## config.mk

```make
export PLATFORM = sky130hd
export DESIGN_NAME = dsrt_cell
export DESIGN_NICKNAME = d
export VERILOG_FILES = /design/src/design/dsrt_pkg.sv /design/src/design/dsrt_cell.sv
export SDC_FILE = /design/constraint.sdc
export NUM_CORES = 1
export LEC_CHECK = 0
export ABC_AREA = 1
export BUFFER_PORTS_ARGS = -buffer_cell sky130_fd_sc_hd__clkbuf_2
export CORE_MARGIN = 4
export CORE_UTILIZATION = 50
export CTS_BUF_LIST = sky130_fd_sc_hd__clkbuf_4 sky130_fd_sc_hd__clkbuf_8
export CTS_CLUSTER_DIAMETER = 60
export DETAILED_ROUTE_END_ITERATION = 16
export GPL_TIMING_DRIVEN = 0
export PLACE_DENSITY = 0.78
export SETUP_SLACK_MARGIN = 0.15
export SLEW_MARGIN = 20
export SYNTH_ARGS = -nofsm -noshare
export SYNTH_HDL_FRONTEND = slang
export SYNTH_SLANG_ARGS = --single-unit
export TNS_END_PERCENT = 100
```

## constraint.sdc

```tcl
create_clock -name clk -period 1.9 [get_ports clk]
set_clock_uncertainty 0.15 [all_clocks]
set_input_delay 0.19 -clock clk [delete_from_list [all_inputs] [get_ports clk]]
set_output_delay 0.19 -clock clk [all_outputs]
set_load 0.1 [all_outputs]
```

## src/design/dsrt_pkg.sv

```systemverilog
`default_nettype none
// ---------------------------------------------------------------------------
// dsrt_pkg: shared types and constants
// Sizes, action codes, controller states and the structs that move between
// the controller and the row of table cells.
// ---------------------------------------------------------------------------
package dsrt_pkg;

    localparam int TABLE_ENTRIES = 16;
    localparam int NAME_BYTES    = 33;
    // The longest name that is kept, in bytes.
    localparam int NAME_LEN      = NAME_BYTES - 1;
    localparam int NAME_SLOTS    = 32;
    localparam int NAME_W        = 8 * NAME_SLOTS;
    localparam int IDX_W         = (TABLE_ENTRIES > 1) ? $clog2(TABLE_ENTRIES) : 1;
    localparam int CNT_W         = 5;
    localparam int ACT_W         = 3;

    typedef enum logic [ACT_W-1:0] {
        ACT_SKIP     = 3'd0,
        ACT_NEW      = 3'd1,
        ACT_STRONGER = 3'd2,
        ACT_WEAKER   = 3'd3,
        ACT_FULL     = 3'd4
    } act_t;

    typedef enum logic [1:0] {
        ST_IDLE,
        ST_WALK,
        ST_FINISH
    } state_t;

    // Record under search, held steady while the token walks the row.
    typedef struct packed {
        logic [NAME_W-1:0] name;
        logic signed [7:0] sig;
        logic [7:0]        chan;
        logic [7:0]        sec;
    } query_t;

    // Search token handed from cell to cell.
    typedef struct packed {
        logic             active;
        logic             found;
        logic             stronger;
        logic [IDX_W-1:0] idx;
    } tok_t;

endpackage
`default_nettype wire

```

## src/design/dsrt_cell.sv

```systemverilog
`default_nettype none
// ---------------------------------------------------------------------------
// dsrt_cell: one table entry
// Holds one entry, compares it against the passing search token and
// registers the token on to the next cell. Performs its own update or fill.
// ---------------------------------------------------------------------------
module dsrt_cell (
    input  wire logic                  clk,
    input  wire logic                  rst_n,
    input  wire logic [dsrt_pkg::IDX_W-1:0] cell_idx,
    input  wire logic [dsrt_pkg::CNT_W-1:0] used,
    input  wire dsrt_pkg::query_t      query,
    input  wire dsrt_pkg::tok_t        tok_in,
    output dsrt_pkg::tok_t             tok_out
);
    import dsrt_pkg::*;

    logic [NAME_W-1:0] name_reg;
    logic signed [7:0] sig_reg;
    logic [7:0]        chan_reg;
    logic [7:0]        sec_reg;
    tok_t              tok_reg;
    tok_t              tok_next;

    logic              searching;
    logic              hit;
    logic              fresh;
    logic              beats;

    // Only entries below the fill count hold a name; the first free entry
    // takes a new name once every filled entry has been passed.
    assign searching = tok_in.active && !tok_in.found;
    assign hit       = searching && (CNT_W'(cell_idx) < used) && (name_reg == query.name);
    assign fresh     = searching && (CNT_W'(cell_idx) == used);
    assign beats     = $signed(query.sig) > $signed(sig_reg);

    always_comb
    begin
        tok_next = tok_in;
        if (hit)
        begin
            tok_next.found    = 1'b1;
            tok_next.stronger = beats;
            tok_next.idx      = cell_idx;
        end
    end

    always_ff @(posedge clk or negedge rst_n)
    begin
        if (!rst_n)
        begin
            tok_reg <= '0;
        end
        else
        begin
            tok_reg <= tok_next;
        end
    end

    always_ff @(posedge clk)
    begin
        if (fresh)
        begin
            name_reg <= query.name;
        end
        if (fresh || (hit && beats))
        begin
            sig_reg  <= query.sig;
            chan_reg <= query.chan;
            sec_reg  <= query.sec;
        end
    end

    assign tok_out = tok_reg;

    a_no_hit_and_fill: assert property (@(posedge clk) disable iff (!rst_n)
        !(hit && fresh))
        else $error("cell both matched and filled");

    a_found_idx_behind: assert property (@(posedge clk) disable iff (!rst_n)
        tok_in.active && tok_in.found |=> tok_reg.found && tok_reg.idx == $past(tok_in.idx))
        else $error("cell disturbed an earlier match");

    a_hit_below_fill: assert property (@(posedge clk) disable iff (!rst_n)
        hit |-> CNT_W'(cell_idx) < used)
        else $error("match on an entry above the fill count");

endmodule
`default_nettype wire

```

## Word level (Yosys, flattened, before mapping)

Cells that the tools add are included.

- Bits in registers: 271
- Input bits: 298
- Output and inout bits: 7
- Logic and storage cells: 18

- Magnitude comparators: 2
- Equal/unequal tests: 2
- Multiplexer cells: 1
- Reduce and logical (&&, ||, !) cells: 7

Operator list:

| kind | number |
|---|---|
| 256-bit equality test | 1 |
| 8-bit > comparator | 1 |
| 6-bit two-way mux | 1 |
| 4-bit by 5-bit equality test with 1-bit output | 1 |
| 1-bit logical AND | 5 |
| 4-bit by 5-bit less-than comparator with 1-bit output | 1 |
| 1-bit logical NOT | 1 |
| 1-bit logical OR | 1 |

## Longest topological paths before layout

Gate-level depths: netlist of the first run.

- Depth in word-level cells: 6
- Depth in mapped cells: 14
- Gate-level depth less buffers: 14

## Least setup slack after synthesis of the first run

No wires, ideal clock.

- Path type: input to register
- Start: in used[3] (netlist name)
- End: reg sig_reg[0] (enable)
- Library setup time: 0.366 ns
- Arrival: 12.056 ns
- Required time: 1.384 ns
- Path slack: -10.672 ns
- Stages: 6
- Buffers on the path: 0
- Cells stage by stage: inv_1 > ha_1 > nand4_1 > nor2_1 > inv_1 > nand2_1

- Elaborated cells between the ends (all ways): 7
- Those cells by class: order compare: 1; eq/ne: 1; reduce/logical: 5

RTL lines:

| item | line | text |
|---|---|---|
| start: declaration | dsrt_cell.sv:11 | `input wire logic [dsrt_pkg::CNT_W-1:0] used,` |
| 4-bit by 5-bit equality test with 1-bit output | dsrt_cell.sv:34 | `assign fresh = searching && (CNT_W'(cell_idx) == used);` |
| 1-bit logical AND | dsrt_cell.sv:34 |  |
| via fresh | dsrt_cell.sv:27 | `logic fresh;` |
| 1-bit logical OR | dsrt_cell.sv:66 | `if (fresh \|\| (hit && beats))` |
| end signal: assignment | dsrt_cell.sv:68 | `sig_reg <= query.sig;` |
| end: declaration | dsrt_cell.sv:19 | `logic signed [7:0] sig_reg;` |

The timed path passes the listed nets, and every way through them passes these cells.
A chain may end at the register's enable or synchronous reset.

## Final worst setup path of the first run

- Start: reg name_reg[176]
- End: reg sig_reg[0] (enable)

- Cells in the longest elaborated chain, start to end: 4

Ends and longest elaborated chain:

| item | line | text |
|---|---|---|
| start: declaration | dsrt_cell.sv:18 | `logic [NAME_W-1:0] name_reg;` |
| start signal: assignment | dsrt_cell.sv:64 | `name_reg <= query.name;` |
| 256-bit equality test | dsrt_cell.sv:33 | `assign hit = searching && (CNT_W'(cell_idx) < used) && (name_reg == query.name);` |
| 1-bit logical AND | dsrt_cell.sv:33 |  |
| 1-bit logical AND | dsrt_cell.sv:66 |  |
| 1-bit logical OR | dsrt_cell.sv:66 |  |

No other way between the ends.

==> results of run 1 <==
-- Yosys cell counts (all sizes together), types with 4 or more instances --
library cell    n  area [µm²]
nor3            4       20.02
a21oi           4       20.02
nor2          235       909.6
xnor2          61       534.3
inv           237       889.6
nand4          14       87.58
ha             12       150.1
nand3           6       42.54
xor2           29       254.0
edfxtp        264        7928
dfrtp           7       175.2
o21ai          70       357.8
nand2         371        1398
-- how the worst max path moves through the flow --
| stage | end | cells after the start |
|---|---|---|
| finish | sig_reg[0] | 12 |
| global route | sig_reg[5] | 11 |
| CTS | sig_reg[5] | 11 |
| detailed placement | name_reg[245] | 10 |
| global placement | sig_reg[4] | 7 |
| floorplan | sig_reg[0] | 6 |
-- metal layers --
| layer | global-route usage, % | up-vias | wire, µm |
|---|---|---|---|
| met3 | 6.786 | 159 | 3131 |
| met1 | 29.36 | 5368 | 13920 |
| met2 | 49.42 | 546 | 20580 |
| met5 | 0 | - | 13 |
| li1 | - | 5467 | - |
| met4 | 13.20 | 2 | 2185 |
-- worst max-delay path, delay by kind of cell (launching register included) --
kind | cells | cell delay [ps]
buffers and inverters | 1 | 90
DFF | 1 | 430
and+or+nand+nor | 11 | 1330
-- cell families (layout without fill, tap and decap cells) --
logic type / after synthesis / count (layout)
buffers and inverters: 237 / 918
xor gates and xnor gates: 90 / 90
adders and majority gates: 12 / 12
DFF: 271 / 271
other: 0 / 4
and+or+nand+nor: 631 / 631
AOI/OAI and AO/OA: 75 / 75
-- per-stage QoR --
stage / total power (W) / worst slack, ps / hold slack (ps)
2_1_floorplan: 0.007243 / -3421 / -255.6
3_3_place_gp: 0.007702 / -5220 / -124.0
3_5_place_dp: 0.007758 / -739.1 / -120.0
4_1_cts: 0.01335 / -215.6 / 107.5
5_1_grt: 0.01399 / -522.8 / 153.0
6_report: 0.01350 / -427.3 / 166.7
-- cell usage in the layout (no fill, tap or decap), types with 5 or more instances in the layout --
master and count:
o21ai_1 30, inv_2 5, clkbuf_8 47, clkbuf_2 288
nor2_1 215, nand3_1 5, nor2_2 16, nand4_1 14
clkbuf_4 10, dfrtp_1 7, nand2_1 362, nand2_2 8
buf_16 7, clkinv_1 14, xnor2_1 61, inv_1 230
buf_12 5, dlygate4sd3_1 277, edfxtp_1 264, o21ai_0 38
ha_1 10, buf_4 20, xor2_1 29
-- cell type report --
type / count / area share [%]
antenna: 4 / 0.05265
clock buffer: 57 / 3.797
clock inverter: 21 / 0.8687
inverter: 237 / 4.745
multi-input combinational: 808 / 20.45
sequential: 271 / 42.62
tap: 330 / 2.172
timing repair buffer: 603 / 25.29
-- repair_timing --
action                     4_1_cts  5_1_grt
gates cloned                     2        2
setup endpoints to repair       97      164
hold buffers                   277        0
hold endpoints to repair       278        0
pin swaps                       22       12
resized for setup               12       15
setup buffers                    8       14
-- power groups by stage --
stage / Sequential, W / Clock [W] / Combinational, W
floorplan: 0.00684 / 0 / 0.000405
global placement: 0.00678 / 0 / 0.000920
detailed placement: 0.00678 / 0 / 0.000980
CTS: 0.00665 / 0.00528 / 0.00143
global route: 0.00666 / 0.00566 / 0.00167
finish: 0.00666 / 0.00530 / 0.00154
==> metrics.csv, run 1 <==
stage;metric;value;unit
pwr;cellLeakagePower;8.636;nW
layout;largest_register_ffs;256;
clock_tree;path_clk_slew;70;ps
clock_tree;htree_levels;2;
pwr;p_int;0.01033;W
floorplan;die-area;28180;µm²
layout;drive_gt1_share;21.68;%
timing;slew_headroom;63.12;%
yosys;ys_warn_count;0;
pwr;netSwitchingPower;0.003164;W
timing;setup_ws;-427.3;ps
timing;slew_violations;0;
timing;fin_tns_setup;-4809;ps
global_routing;grt_start_max_net_pins;29;
yosys;synth.area.mux_share;0;%
detailed_routing;wire_per_inst;17.08;µm
placement;placed_cells;1946;
pwr;ir_drop;0.0006306;V
pwr;p_sw_share;23.44;%
yosys;ys.flop_type;edfxtp_1;
yosys;syn_inst;1316;
critical_path;startpoint_type;flop;
layout;synthToLayoutAreaGrowth;48.75;%
placement;hpwl;21.27;mm
min_path;min_from;tok_in[6];
floorplan;fp.dieW;167.9;µm
detailed_routing;drt_iter0_markers;699;
yosys;syn-cell-area;12780;µm²
global_routing;grt_util_all_layers;27.14;%
timing;worst_pin_slew;555.6;ps
critical_path;cp_slowest_stage_delay;430;ps
layout;seq_area;8103;µm²
yosys;synth_nets;1626;
placement;gp_congestion;0.8194;
detailed_routing;vias;11542;
floorplan;die_y;167.9;µm
layout;design_area;19010;µm²
yosys;yosys.area_share.simple;19.29;%
clock_tree;tritoncts;built;
critical_path;reg2reg_from;name_reg[176];
run_status;violations;setup timing;
yosys;synthAdderAreaFrac;1.175;%
clock_tree;clock_latency;550;ps
pwr;pwr-share-comb;11.4;%
job;maxCapViolCount;0;
min_path;holdPathEnd;tok_out[6];
yosys;synth_compound_area_share;3.015;%
critical_path;crit_path_top_delay_cell;edfxtp_1;
critical_path;cp.required;1980;ps
min_path;hp-class;input port to flop;
global_routing;antenna_found_initial;4;
critical_path;endpoint_kind;flop;
floorplan;fp-row-count;58;
critical_path;crit_path_max_fanout;8;
timing;finalSetupViolations;14;
critical_path;reg2reg_slack;-430;ps
yosys;synthXorXnorAreaFrac;6.167;%
yosys;synth_edf_count;264;
min_path;hold_depth;2;
critical_path;reg2reg_depth;12;
critical_path;cp.arrival;2410;ps
pwr;p_per_area;710.0;nW/µm²
layout;multi_input_area;3889;µm²
yosys;synth_area_per_cell;9.712;µm²
clock_tree;cts_buffer_depth;3;
layout;post-route-util;75.50;%
timing;fin_crit_sh;122.5;%
global_routing;grt_pass1_vias;12564;
placement;dpl_cell_area;14970;µm²
critical_path;crit_chain;nand2_1 > inv_1 > nor2_1 > nor2_2 > nand2_2 > nor2_1 > nand2_1 > nor2_2 > nand2_2 > nor2_4 > nand4_1 > nand2_4;
clock_tree;cts_buffers;45;
pwr;seqPwrFrac;49.3;%
floorplan;core_area;25180;µm²
timing;fmax;429.7;MHz
yosys;synth-seq-area-share;63.40;%
floorplan;pin_count;305;
pwr;power_frac_clock;39.3;%
floorplan;initial_core_util;50.76;%
yosys;ys_seq_elements;271;
run_status;outcome;finished, violations left;
layout;final_cells;2331;
timing;hold_viol_final;0;
detailed_routing;viasPerCell;4.952;
global_routing;grt_pass1_wl;61.87;mm
detailed_routing;wl;39.82;mm
global_routing;grt_overflow_total;0;
timing;min_period;2327;ps
clock_tree;cts_root_buffer;clkbuf_8;
detailed_routing;ant_nets;0;
detailed_routing;drc_errors;0;
critical_path;rr_endpoint;sig_reg[0];
yosys;async_flop_share;2.583;%
timing;rsz0062_at_grt;true;
detailed_routing;first_pass_iters;5;
yosys;synth_top_family_by_area;simple AND/OR/NAND/NOR gates;
critical_path;critPathKind;flop to flop;
clock_tree;numClockSinks;271;
layout;nNetsFinal;2276;
layout;fillers;1549;
placement;port_buffers;288;
critical_path;crit_start;name_reg[176];
yosys;yosysUniqueCellTypes;22;
(Power assumes the default switching activity.)
==> run 2, diff against run 1 <==
Settings changed: ABC_AREA 1 to not set, CORE_UTILIZATION 50 to 48, PLACE_DENSITY 0.78 to 0.77.
==> run 2 against run 1 <==
Critical endpoint is now sig_reg[6]. The run still ends with setup timing left. Sequential power about the same. Cell count is 27% lower. First-iteration DRC count is 34% lower. Critical path type unchanged. Sequential share of layout area grew 3.9 points.
==> metrics.csv, run 2 <==
stage;metric;value;unit
timing;slew_headroom;63.69;%
detailed_routing;vias;8338;
yosys;synth_area_per_cell;16.26;µm²
detailed_routing;drc_errors;0;
min_path;hp-class;input port to flop;
yosys;ys_seq_elements;271;
layout;multi_input_area;3268;µm²
detailed_routing;viasPerCell;4.934;
floorplan;initial_core_util;48.64;%
timing;hold_viol_final;0;
layout;drive_gt1_share;29.75;%
floorplan;die_y;162;µm
yosys;yosysUniqueCellTypes;33;
global_routing;grt_overflow_total;0;
clock_tree;cts_buffer_depth;3;
detailed_routing;ant_nets;0;
pwr;cellLeakagePower;6.666;nW
timing;fmax;368.4;MHz
timing;whs;103.3;ps
layout;final_cells;1690;
layout;seq_area;8103;µm²
global_routing;grt_pass1_vias;9265;
clock_tree;path_clk_slew;60;ps
pwr;p_per_area;748.4;nW/µm²
placement;port_buffers;288;
timing;worst_pin_slew;547.0;ps
timing;slew_violations;0;
yosys;ys.flop_type;edfxtp_1;
timing;setup_ws;-814.7;ps
clock_tree;cts_root_buffer;clkbuf_8;
critical_path;critPathKind;flop to flop;
critical_path;endpoint_kind;flop;
clock_tree;clock_latency;540;ps
layout;layout_commonest_cell;clkbuf_2;
run_status;outcome;finished, violations left;
critical_path;startpoint_type;flop;
detailed_routing;drt_iter0_markers;464;
yosys;syn_inst;700;
floorplan;pin_count;305;
yosys;yosysTopAreaCellShare;69.64;%
pwr;ir_drop;0.0006817;V
floorplan;fp-row-count;56;
placement;gp_congestion;0.7944;
floorplan;fp.dieW;162;µm
timing;min_period;2715;ps
yosys;synth_nets;1010;
detailed_routing;first_pass_iters;5;
layout;synthToLayoutAreaGrowth;52.92;%
detailed_routing;wire_per_inst;18.06;µm
clock_tree;htree_levels;2;
placement;hpwl;19.06;mm
timing;fin_crit_sh;142.9;%
placement;placed_cells;1324;
global_routing;grt_pass1_wl;47.60;mm
global_routing;antenna_found_initial;4;
critical_path;cp.required;1950;ps
job;maxCapViolCount;0;
floorplan;die-area;26240;µm²
global_routing;grt_util_all_layers;23.04;%
run_status;violations;setup timing;
clock_tree;numClockSinks;271;
yosys;synth_edf_count;264;
timing;finalSetupViolations;14;
layout;fillers;1452;
layout;largest_register_ffs;256;
placement;place_worst_setup_slack;-1414;ps
layout;nNetsFinal;1645;
yosys;syn-cell-area;11380;µm²
timing;rsz0062_at_grt;true;
floorplan;core_area;23400;µm²
critical_path;crit_path_max_fanout;8;
yosys;netlist_top_cells_count;edfxtp_1, xnor2_1, xor2_1;
yosys;async_flop_share;2.583;%
yosys;yosysTopAreaCell;edfxtp_1;
yosys;ys_warn_count;0;
critical_path;cp.arrival;2770;ps
clock_tree;cts_buffers;45;
detailed_routing;wl;30.53;mm
yosys;yosys.cell_count.top_type;edfxtp_1;
layout;final_cell_mix;clkbuf_2, dlygate4sd3_1, edfxtp_1;
yosys;netlist_top_cells_area;edfxtp_1, xnor2_1, xor2_1;
clock_tree;tritoncts;built;
global_routing;grt_start_max_net_pins;20;
yosys;synth-seq-area-share;71.18;%
## run 2: cell count changes in the layout (fill, tap and decap cells not counted), sizes merged, moves of 3 or more
cell,change
nand2,-369
nor2,-235
inv,-188
xnor2,+86
o21ai,-67
xor2,+48
nand4,+33
nor4,+33
o22ai,+13
buf,-9
a221oi,+8
mux2,+4
o2bb2ai,+4
a22oi,+3
## run 2: critical path: stages (launching register included)
cell and delay (ps):
edfxtp_1 380, xnor2_1 210, nand4_1 180, nor4_4 330, nand4_1 230, nor4_4 360
nand4_1 210, o21bai_4 320
## run 2: metal layers
| layer | track usage [%] | share of wire (%) | routed length (µm) | vias up |
|---|---|---|---|---|
| li1 | - | - | - | 3933 |
| met1 | 27.42 | 39 | 11950 | 4014 |
| met2 | 39.88 | 50 | 15320 | 298 |
| met3 | 5.887 | 6.5 | 1992 | 89 |
| met4 | 9.881 | 4.1 | 1238 | 4 |
| met5 | 0 | 0.10 | 32 | - |
## run 2: metrics by stage
stage / setup TNS [ps] / utilization, % / cell area [µm²] / total power (W)
3_5_place_dp: -70770 / 58.12 / 13600 / 0.007688
4_1_cts: -10910 / 74.04 / 17330 / 0.01304
6_report: -10890 / 74.39 / 17410 / 0.01303
3_3_place_gp: -2060390 / 56.89 / 13310 / 0.007657
5_1_grt: -13080 / 74.37 / 17410 / 0.01359
2_1_floorplan: -1407100 / - / 11470 / 0.007192
## run 2: path summary, 6_finish.rpt
check | cells after the start | from | end | slack (ps)
setup reg to reg | 7 | name_reg[88] | sig_reg[6] | -810
hold / removal | 4 | used[4] | name_reg[177] | 100
setup / recovery | 7 | name_reg[88] | sig_reg[6] | -810
min in group asynchronous | 3 | rst_n | tok_out[0] | 470
max in group asynchronous | 3 | rst_n | tok_out[5] | 890
hold reg to reg | 4 | sig_reg[7] | tok_out[4] | 780
## run 2: cells by family after synthesis
| logic type | after synthesis | synth area share, % |
|---|---|---|
| compound gates | 44 | 2.792 |
| xor+xnor | 224 | 17.23 |
| fa+ha+maj | 12 | 1.319 |
| buf+inv | 50 | 1.715 |
| flops | 271 | 71.18 |
| mux | 5 | 0.6155 |
| simple gates | 94 | 5.144 |
## run 2: layout make-up
| type | instances | area share [%] |
|---|---|---|
| Inverter | 49 | 1.143 |
| Tap cell | 319 | 2.293 |
| Timing Repair Buffer | 588 | 26.23 |
| Clock inverter | 21 | 0.6684 |
| Buffer | 1 | 0.06469 |
| Sequential cell | 271 | 46.55 |
| Clock buffer | 59 | 4.233 |
| Multi-Input combinational cell | 379 | 18.77 |
| Antenna cell | 3 | 0.04313 |
## run 2: power breakdown
part / internal [W] / switching, W / total (W)
combinational: 0.000830 / 0.000572 / 0.00140
sequential: 0.00663 / 0.0000264 / 0.00665
clock: 0.00266 / 0.00231 / 0.00497
## run 2: repair_timing
action                                  in CTS  in global routing
endpoints found under the setup margin      45                 68
endpoints found under the hold margin      278                  1
pin swaps                                    9                  7
buffers inserted                             2                  4
hold buffers                               276                  1
resized for setup                           15                  6
